[config.mk]
export PLATFORM = sky130hd
export DESIGN_NAME = fat_volume_geometry
export DESIGN_NICKNAME = d
export VERILOG_FILES = /design/src/rtl/fvg_pkg.sv /design/src/rtl/fvg_decode.sv /design/src/rtl/fvg_layout.sv /design/src/rtl/fat_volume_geometry.sv
export SDC_FILE = /design/constraint.sdc
export NUM_CORES = 2
export LEC_CHECK = 0
export BUFFER_PORTS_ARGS = -buffer_cell sky130_fd_sc_hd__buf_4
export CAP_MARGIN = 25
export CORE_ASPECT_RATIO = 0.9
export CORE_MARGIN = 2
export CORE_UTILIZATION = 35
export DETAILED_ROUTE_END_ITERATION = 7
export MAX_ROUTING_LAYER = met4
export PLACE_DENSITY_LB_ADDON = 0.2
export SKIP_CTS_REPAIR_TIMING = 1
export SYNTH_ARGS = -nofsm -noshare
export SYNTH_HDL_FRONTEND = slang
export SYNTH_SLANG_ARGS = --single-unit
[constraint.sdc]
create_clock -name clk -period 35.9 [get_ports clk]
set_clock_uncertainty 0.15 [all_clocks]
set_input_delay 1.795 -clock clk [delete_from_list [all_inputs] [get_ports clk]]
set_output_delay 1.795 -clock clk [all_outputs]
set_load 0.05 [all_outputs]
[src/rtl/fvg_pkg.sv]
`default_nettype none
package fvg_pkg;

  typedef enum logic [1:0] {
    ST_OK    = 2'd0,
    ST_FAT12 = 2'd1,
    ST_EXFAT = 2'd2
  } status_t;

  localparam logic KIND_FAT16 = 1'b0;
  localparam logic KIND_FAT32 = 1'b1;

  localparam logic [31:0] MIN_FAT16_CLUSTERS = 32'd4085;
  localparam logic [31:0] MIN_FAT32_CLUSTERS = 32'd65525;
  localparam logic [31:0] MAX_FAT32_CLUSTERS = 32'd268435445;
  localparam logic [31:0] FIRST_DATA_CLUSTER = 32'd2;

  localparam int IN_DATA_W   = 224;
  localparam int OUT_DATA_W  = 200;
  localparam int OUT_USER_W  = 3;
  localparam int ROOT_SECS_W = 22;

  // BIOS parameter block fields of one request
  typedef struct packed {
    logic [31:0] volume_lba;
    logic [15:0] bytes_per_sector;
    logic [7:0]  sectors_per_cluster;
    logic [15:0] reserved_sectors;
    logic [7:0]  fat_copies;
    logic [15:0] root_entries;
    logic [15:0] total_sectors_short;
    logic [15:0] fat_size_short;
    logic [31:0] total_sectors_long;
    logic [31:0] fat_size_long;
    logic [31:0] root_cluster_in;
  } bpb_t;

  // decoded values handed from the decode stage to the layout stage
  typedef struct packed {
    logic [3:0]             sector_size_log;
    logic [2:0]             cluster_size_log;
    logic [31:0]            fat_sectors;
    logic [31:0]            fats_total;
    logic [ROOT_SECS_W-1:0] root_secs;
    logic [31:0]            total_sectors;
    logic [31:0]            first_fat_sector;
    logic [15:0]            reserved_sectors;
    logic [31:0]            root_cluster_in;
  } dec_t;

  typedef struct packed {
    status_t     status;
    logic        fat_kind;
    logic [3:0]  sector_size_log;
    logic [2:0]  cluster_size_log;
    logic [31:0] cluster_count;
    logic [31:0] fat_sectors;
    logic [31:0] first_fat_sector;
    logic [31:0] root_start_sector;
    logic [31:0] data_start_sector;
    logic [31:0] root_cluster;
  } geom_t;

  // index of the highest set bit, zero gives zero
  function automatic logic [3:0] top_bit16(input logic [15:0] v);
    logic [3:0] n;
    n = '0;
    for (int i = 1; i < 16; i++) begin
      if (v[i]) begin
        n = 4'(i);
      end
    end
    return n;
  endfunction

endpackage
`default_nettype wire

[src/rtl/fvg_decode.sv]
`default_nettype none
module fvg_decode (
  input  fvg_pkg::bpb_t bpb,
  output fvg_pkg::dec_t dec
);
  import fvg_pkg::*;

  logic [3:0]             slog;
  logic [3:0]             clog_full;
  logic [31:0]            fat_sz;
  logic [39:0]            fats_prod;
  logic [15:0]            bps_m1;
  logic [ROOT_SECS_W-1:0] root_bytes;

  always_comb begin
    slog      = top_bit16(bpb.bytes_per_sector);
    clog_full = top_bit16({8'd0, bpb.sectors_per_cluster});
    fat_sz    = (bpb.fat_size_short != 16'd0) ? {16'd0, bpb.fat_size_short}
                                              : bpb.fat_size_long;
    fats_prod = fat_sz * {32'd0, bpb.fat_copies};
    // zero sector size: decrement saturates at zero
    bps_m1    = (bpb.bytes_per_sector != 16'd0) ? bpb.bytes_per_sector - 16'd1 : 16'd0;
    root_bytes = {1'b0, bpb.root_entries, 5'd0} + {6'd0, bps_m1};

    dec.sector_size_log  = slog;
    dec.cluster_size_log = clog_full[2:0];
    dec.fat_sectors      = fat_sz;
    dec.fats_total       = fats_prod[31:0];
    dec.root_secs        = root_bytes >> slog;
    dec.total_sectors    = (bpb.total_sectors_short != 16'd0)
                           ? {16'd0, bpb.total_sectors_short} : bpb.total_sectors_long;
    dec.first_fat_sector = bpb.volume_lba + {16'd0, bpb.reserved_sectors};
    dec.reserved_sectors = bpb.reserved_sectors;
    dec.root_cluster_in  = bpb.root_cluster_in;
  end

endmodule
`default_nettype wire

[src/rtl/fvg_layout.sv]
`default_nettype none
module fvg_layout (
  input  fvg_pkg::dec_t  dec,
  output fvg_pkg::geom_t geom
);
  import fvg_pkg::*;

  logic [31:0] root_secs;
  logic [31:0] used_secs;
  logic [31:0] data_secs;
  logic [31:0] clusters;
  logic [31:0] fat_end;
  logic [31:0] data_start;
  logic [31:0] root_offs;

  always_comb begin
    root_secs  = {{(32-ROOT_SECS_W){1'b0}}, dec.root_secs};
    used_secs  = {16'd0, dec.reserved_sectors} + dec.fats_total + root_secs;
    data_secs  = dec.total_sectors - used_secs;
    clusters   = data_secs >> dec.cluster_size_log;
    fat_end    = dec.first_fat_sector + dec.fats_total;
    data_start = fat_end + root_secs;
    // a root cluster below two wraps
    root_offs  = (dec.root_cluster_in - FIRST_DATA_CLUSTER) << dec.cluster_size_log;

    geom.sector_size_log   = dec.sector_size_log;
    geom.cluster_size_log  = dec.cluster_size_log;
    geom.cluster_count     = clusters;
    geom.fat_sectors       = dec.fat_sectors;
    geom.first_fat_sector  = dec.first_fat_sector;
    geom.status            = ST_OK;
    geom.fat_kind          = KIND_FAT16;
    geom.root_start_sector = '0;
    geom.data_start_sector = '0;
    geom.root_cluster      = '0;

    if (clusters < MIN_FAT16_CLUSTERS) begin
      geom.status = ST_FAT12;
    end else if (clusters >= MAX_FAT32_CLUSTERS) begin
      geom.status = ST_EXFAT;
    end else begin
      geom.data_start_sector = data_start;
      if (clusters < MIN_FAT32_CLUSTERS) begin
        geom.root_start_sector = fat_end;
        geom.root_cluster      = FIRST_DATA_CLUSTER;
      end else begin
        geom.fat_kind          = KIND_FAT32;
        geom.root_start_sector = root_offs + data_start;
        geom.root_cluster      = dec.root_cluster_in;
      end
    end
  end

endmodule
`default_nettype wire

[src/rtl/fat_volume_geometry.sv]
// FAT volume geometry decoder.
// Slave channel (in_*): one request carries the BIOS parameter block fields of a
// boot sector plus the partition start sector, packed in in_tdata.
// Master channel (out_*): one result per request with the volume layout in
// out_tdata, and status / FAT kind in out_tuser.
// Pipeline: input register, decode stage register, result register. The 32x8
// FAT size multiply sits in the decode stage; the subtract, shift,
// classification compares and sector sums sit in the layout stage.
// A request accepted into the input register passes the decode stage register
// and the result register before it is offered on out_tvalid.
// Throughput: one request per cycle while out_tready stays high; each register stage moves on when it is
// empty or the stage after it moves.
// Stall: while out_tready is low the result holds and the two stages behind
// it still fill, so in_tready drops only once all three stages hold requests.
// Reset (rst_n low, synchronous): all stages empty, out_tvalid low.
`default_nettype none
module fat_volume_geometry (
  input  wire logic                           clk,
  input  wire logic                           rst_n,
  input  wire logic                           in_tvalid,
  output logic                                in_tready,
  // volume_lba, bytes_per_sector, sectors_per_cluster, reserved_sectors,
  // fat_copies, root_entries, total_sectors_short, fat_size_short,
  // total_sectors_long, fat_size_long, root_cluster_in
  input  wire logic [fvg_pkg::IN_DATA_W-1:0]  in_tdata,
  output logic                                out_tvalid,
  input  wire logic                           out_tready,
  // sector_size_log, cluster_size_log, cluster_count, fat_sectors,
  // first_fat_sector, root_start_sector, data_start_sector, root_cluster, pad
  output logic [fvg_pkg::OUT_DATA_W-1:0]      out_tdata,
  // status, fat_kind
  output logic [fvg_pkg::OUT_USER_W-1:0]      out_tuser
);
  import fvg_pkg::*;

  logic  in_valid_r;
  bpb_t  in_r;
  logic  dec_valid_r;
  dec_t  dec_r;
  logic  out_valid_r;
  geom_t out_r;

  bpb_t  bpb_nxt;
  dec_t  dec_nxt;
  geom_t out_nxt;

  logic  out_en;
  logic  dec_en;
  logic  in_en;

  assign out_en    = !out_valid_r || out_tready;
  assign dec_en    = !dec_valid_r || out_en;
  assign in_en     = !in_valid_r || dec_en;
  assign in_tready = in_en;

  always_comb begin
    bpb_nxt.volume_lba          = in_tdata[31:0];
    bpb_nxt.bytes_per_sector    = in_tdata[47:32];
    bpb_nxt.sectors_per_cluster = in_tdata[55:48];
    bpb_nxt.reserved_sectors    = in_tdata[71:56];
    bpb_nxt.fat_copies          = in_tdata[79:72];
    bpb_nxt.root_entries        = in_tdata[95:80];
    bpb_nxt.total_sectors_short = in_tdata[111:96];
    bpb_nxt.fat_size_short      = in_tdata[127:112];
    bpb_nxt.total_sectors_long  = in_tdata[159:128];
    bpb_nxt.fat_size_long       = in_tdata[191:160];
    bpb_nxt.root_cluster_in     = in_tdata[223:192];
  end

  fvg_decode u_decode (
    .bpb (in_r),
    .dec (dec_nxt)
  );

  fvg_layout u_layout (
    .dec  (dec_r),
    .geom (out_nxt)
  );

  always_ff @(posedge clk) begin
    if (!rst_n) begin
      in_valid_r  <= 1'b0;
      dec_valid_r <= 1'b0;
      out_valid_r <= 1'b0;
    end else begin
      if (in_en) begin
        in_valid_r <= in_tvalid;
      end
      if (dec_en) begin
        dec_valid_r <= in_valid_r;
      end
      if (out_en) begin
        out_valid_r <= dec_valid_r;
      end
    end
  end

  always_ff @(posedge clk) begin
    if (in_en && in_tvalid) begin
      in_r <= bpb_nxt;
    end
    if (dec_en && in_valid_r) begin
      dec_r <= dec_nxt;
    end
    if (out_en && dec_valid_r) begin
      out_r <= out_nxt;
    end
  end

  assign out_tvalid = out_valid_r;
  assign out_tdata  = {1'b0,
                       out_r.root_cluster,
                       out_r.data_start_sector,
                       out_r.root_start_sector,
                       out_r.first_fat_sector,
                       out_r.fat_sectors,
                       out_r.cluster_count,
                       out_r.cluster_size_log,
                       out_r.sector_size_log};
  assign out_tuser  = {out_r.fat_kind, out_r.status};

endmodule
`default_nettype wire

## Yosys cells after proc, flatten, opt, wreduce, memory -nomap -nowiden

Cells that the tools add are included.

| operators by class | value |
|---|---|
| reduce and logical (&&, ||, !) cells | 16 |
| $lt $le $gt $ge | 3 |
| shifts and indexed selects | 3 |
| muxes and demuxes | 28 |
| $mul | 1 |
| add/sub/neg operators | 10 |

Operators with widths:

| kind | count |
|---|---|
| $add A32 B22 Y32 | 2 |
| $add A32 B32 Y32 | 2 |
| $mux W32 | 2 |
| $reduce_bool A16 Y1 | 3 |
| $add A16 B32 Y32 | 1 |
| $add A32 B16 Y32 | 1 |
| $ge A32 B28 Y1 const B | 1 |
| $lt A32 B12 Y1 const B | 1 |
| $lt A32 B16 Y1 const B | 1 |
| $mul A32 B8 Y32 | 1 |
| $mux W16 | 2 |
| $mux W4 | 8 |
| $shl A32 B3 Y32 | 1 |
| $shr A32 B3 Y32 | 1 |
| $sub A32 B2 Y32 const B | 1 |
| $sub A32 B32 Y32 | 1 |
| $add A21 B16 Y22 | 1 |
| $shr A22 B4 Y22 | 1 |
| $mux W2 | 8 |
| $sub A16 B1 Y16 const B | 1 |
| $mux W3 | 4 |
| $mux W1 | 4 |
| $reduce_or A2 Y1 | 2 |
| $reduce_or A4 Y1 | 1 |
| 4 further kinds | 10 |

| storage, ports and cells | value |
|---|---|
| word-level logic and storage cells | 98 |
| output and inout port bits | 205 |
| bits in registers | 634 |
| input port bits | 228 |

## Logic depth before layout (Yosys ltp)

| depth | value |
|---|---|
| depth after elaboration | 16 |
| mapped depth | 36 |
| gate-level depth less buffers | 35 |

## Hierarchy

A second synthesis with hierarchy kept.

| second synthesis, totals | value |
|---|---|
| cell total of the unflattened synthesis | 3973 |
| area, all modules | 43093.8 um^2 |

By module, submodules not included:

| module | sequential area each (um^2) | cells each | instances | area each (um^2) |
|---|---|---|---|---|
| fat_volume_geometry | 19008.2 | 646 | 1 | 19097.1 |
| fvg_layout | 0.0 | 1932 | 1 | 13301.5 |
| fvg_decode | 0.0 | 1395 | 1 | 10695.3 |

## Worst setup path after synthesis

Ideal clock, no wire load.

| timing path | value |
|---|---|
| path type | input to register |
| start point | in out_tready |
| end point | reg dec_r[0] in the netlist's numbering (enable) |
| path slack | 18.014 ns |
| path buffers | 0 |
| required time | 34.666 ns |
| library setup time | 1.084 ns |
| stages on the path | 2 |
| data arrival time | 16.652 ns |
| path through | nor2b_1 a21boi_0 |

| between the ends | value |
|---|---|
| longest elaborated chain between the ends | 3 |

RTL lines:

| item | line | text |
|---|---|---|
| from (decl) | fat_volume_geometry.sv:27 | `input wire logic out_tready,` |
| $logic_or A1 B1 Y1 | fat_volume_geometry.sv:51 | `assign out_en = !out_valid_r \|\| out_tready;` |
| $logic_or A1 B1 Y1 | fat_volume_geometry.sv:52 | `assign dec_en = !dec_valid_r \|\| out_en;` |
| $logic_and A1 B1 Y1 | fat_volume_geometry.sv:102 | `if (dec_en && in_valid_r) begin` |
| to (signal assigned) | fat_volume_geometry.sv:103 | `dec_r <= dec_nxt;` |
| to (decl) | fat_volume_geometry.sv:39 | `dec_t dec_r;` |

No other way between the ends.
A chain may end at the register's enable or synchronous reset.

==> flow_summary.ini <==
[setup_path]
cp-end-kind = flop
endpoint = dec_r[165]
timing.rr.end = dec_r[165]
crit_type = reg2reg
ff2ff_path_depth = 24
crit_path_frequent_cell = o21ai_0
rrSetupSlack_ns = 26.95
arrival_ns = 9.22
cp_slowest_cell = o41ai_1
start_kind = flop
critPathRequiredTime_ns = 36.16
critPathMaxFanout = 71
path_cells = nor4_1 -> and4_2 -> buf_4 -> a21o_1 -> nand2_1 -> fa_1 -> fa_1 -> inv_1 -> fa_1 -> fa_1 -> ha_1 -> a21boi_0 -> o21ai_0 -> a21oi_1 -> o21ai_0 -> a21oi_1 -> o41ai_1 -> o21ai_0 -> o41ai_1 -> o21ai_0 -> o21ai_0 -> o2111ai_1 -> a21oi_1 -> xnor2_1
critPathLaunch = in_r[104]
worstReg2RegStart = in_r[104]
max_stage_delay_ns = 0.79

[hold_path]
hp-class = reg2reg

[yosys]
ys_warn_count = 0
async_reset_ff_share_pct = 0
syn-num-nets = 4360
ys_seq_area_share_pct = 46.3
synth_cell_types = 103
synthFlopType = edfxtp_1
synth_area_um2 = 41000
netlist_instances = 3734
synth-seq-cells = 633
synth.avg_cell_area_um2 = 11.0
synth_edf_count = 630

[clock_tree]
cts_max_path_buffers = 3
clock-sinks = 633
cts_inserted_buffers = 73
root_buffer = clkbuf_16
worstSkewPairLatency_ns = 0.68
htreeDepth = 3
clkSlewWorstSetupHoldPaths_ns = 0.06
tritoncts = built

[timing]
max_freq_ghz = 0.112
slew_headroom_pct = 29.9
period_needed_ns = 8.95
fin_ws_ns = 26.95
drv_slew = 0
fin_crit_sh_pct = 24.9
finalSetupViolCount = 0
finalHoldViolations = 0
tns_ns = 0
rsz0062_at_grt = false
worst_pin_slew_ns = 1.05

[routing]
drtIter0Drc = 2043
routed_wl_um = 119000
via_per_inst = 5.04
drtAntennaViolNets = 0
drc = 0
dr.pass1.iters = 5
vias = 29100
wl_per_cell_um = 20.7

[grt]
top_usage_layer = met2
grt_pass1_vias = 28500
gr-usage-all-layers_pct = 20.4
met2_usage_pct = 31.1
grt_start_max_net_pins = 138
overflow = 0
grt_pass1_wl_um = 177000
met1_usage_pct = 27.8
grtUsageMet3_pct = 4.35
antenna_found_initial = 10

[finish]
multi_input_area_um2 = 19900
area.sequential_um2 = 19000
fill_cells = 11300
fin_nets = 4747
syn_to_final_growth_pct = 17.9
drive_gt1_share_pct = 15.8

[power]
peakVddDrop_mv = 0.0614
pwr_density_cell_nw_per_um2 = 89.0
leakagePower_nw = 19.8

[floorplan]
num_rows = 119
io_pins = 433
initial_core_util_pct = 35.1
dieArea_um2 = 120000
core_area_um2 = 117000
fp.dieH_um = 329
die_w_um = 365

[placed_design]
place_ws_ns = 26.95
hpwl_um = 92000
gp_congestion = 0.893
port_buffers = 430

[flow_run]
drv_cap = 0

[status]
status = finished, final reports clean
[Yosys cell counts (all sizes together), types with 6 or more instances]
library cell,instances,share of area [%]
a221oi,10,0.26
a21o,104,1.9
a21oi,212,2.6
or2,9,0.14
nor3,75,0.92
o211ai,21,0.38
or4,11,0.20
ha,198,6.0
mux2,33,0.91
nor3b,21,0.41
o32ai,6,0.19
inv,408,3.7
o2111ai,10,0.23
nand2,328,3.0
a21boi,19,0.35
o221ai,8,0.17
fa,200,9.8
nand3,51,0.62
o21a,43,0.79
o22ai,10,0.17
and2,160,2.4
buf,35,0.43
nor4,25,0.40
nand2b,23,0.35
o311ai,7,0.15
o21ai,143,1.8
xnor2,138,3.0
o31ai,15,0.30
clkbuf,119,1.1
xor2,59,1.3
nor2b,35,0.53
o31a,12,0.26
o21bai,26,0.48
mux2i,76,1.9
a211o,11,0.24
a211oi,26,0.48
and3,59,0.90
nor2,209,1.9
nand4,22,0.35
a31oi,19,0.29
edfxtp,630,46
or3,23,0.35
[metrics by stage]
step	hold WS (ns)	cells	power, W	instance area [um2]	utilization, %
3_3_place_gp	0.251	5616	0.00351	45800	39.3
6_report	0.261	5761	0.00430	48300	41.4
2_1_floorplan	0.250	3734	0.00289	41000	-
4_1_cts	0.258	5749	0.00431	48300	41.4
5_1_grt	0.267	5759	0.00464	48300	41.4
3_5_place_dp	0.255	5618	0.00352	45900	39.3
[worst min path at each step]
stage                    start            end  slack, ns  cells after the start
floorplan              in_r[0]       dec_r[0]       0.25                      0
global placement    dec_r[170]  out_tdata[43]       0.25                      0
detailed placement    in_r[11]      dec_r[11]       0.25                      0
CTS                 dec_r[192]  out_tdata[65]       0.26                      0
global route        dec_r[197]  out_tdata[70]       0.27                      0
finish                in_r[14]      dec_r[14]       0.26                      0
[layer usage]
layer	part of all wire, %	up-vias
li1	-	14000
met1	46	14200
met2	45	766
met3	6.2	116
met4	2.1	0
met5	0	-
[area by class of cell]
type,count,share of cell area [%]
diodes,11,0.0570
clock buffers,83,3.86
clock inverters,48,1.11
inverters,409,3.18
multi-input cells,2538,41.1
flip-flops and latches,633,39.3
well taps,1573,4.07
repair buffers,466,7.30
[critical path, delay by kind of cell (launching register included)]
kind / cells / cell delay, ns
buffers and inverters: 2 / 0.53
AND/OR/NAND/NOR: 3 / 0.89
AO/OA/AOI/OAI: 13 / 4.02
adder cells (fa/ha/maj): 5 / 2.41
flip-flops: 1 / 0.43
XOR/XNOR: 1 / 0.25
[layout by cell type, fill, tap and decap left out, types with 11 or more instances in the layout]
cell type,n
o21ai_0,136
o31ai_1,13
buf_4,462
mux2i_1,76
ha_1,198
nand2_1,328
a21oi_1,211
nor3_1,75
nand4_1,21
and2_1,159
a211o_1,11
or3_1,23
fa_1,200
xnor2_1,138
clkinv_2,12
or4_1,11
nand2b_1,23
o211ai_1,21
o21a_1,42
clkbuf_16,73
and3_1,59
nor2b_1,34
a31oi_1,18
nor2_1,208
edfxtp_1,630
nor4_1,24
xor2_1,59
mux2_2,33
inv_1,406
clkinv_1,13
a21o_1,104
a21boi_0,18
diode_2,11
a211oi_1,26
nor3b_1,19
nand3_1,51
o21bai_1,26
o31a_1,12
[flip-flops by register name, indices dropped and copies added (netlist names)]
| name | count |
|---|---|
| dec_r | 205 |
| dec_valid_r | 1 |
| in_r | 223 |
| in_valid_r | 1 |
| out_tdata | 199 |
| out_tuser | 3 |
| out_tvalid | 1 |
[cell families (layout without fill, tap and decap cells)]
| family | after synthesis | count (layout) | share of synthesized area, % |
|---|---|---|---|
| AO/OA/AOI/OAI | 755 | 755 | 12.3 |
| XOR/XNOR | 198 | 198 | 4.27 |
| buffers and inverters | 563 | 1006 | 5.27 |
| other | 1 | 12 | 0.00915 |
| multiplexers | 112 | 112 | 2.93 |
| adder cells (fa/ha/maj) | 400 | 400 | 15.9 |
| AND/OR/NAND/NOR | 1072 | 1072 | 13.1 |
| flip-flops | 633 | 633 | 46.3 |
[power by group]
group	switching, W	internal [W]
clock	0.000318	0.000448
sequential	0.0000472	0.000994
combinational	0.00151	0.000980
Power figures use the tool's default switching activity.
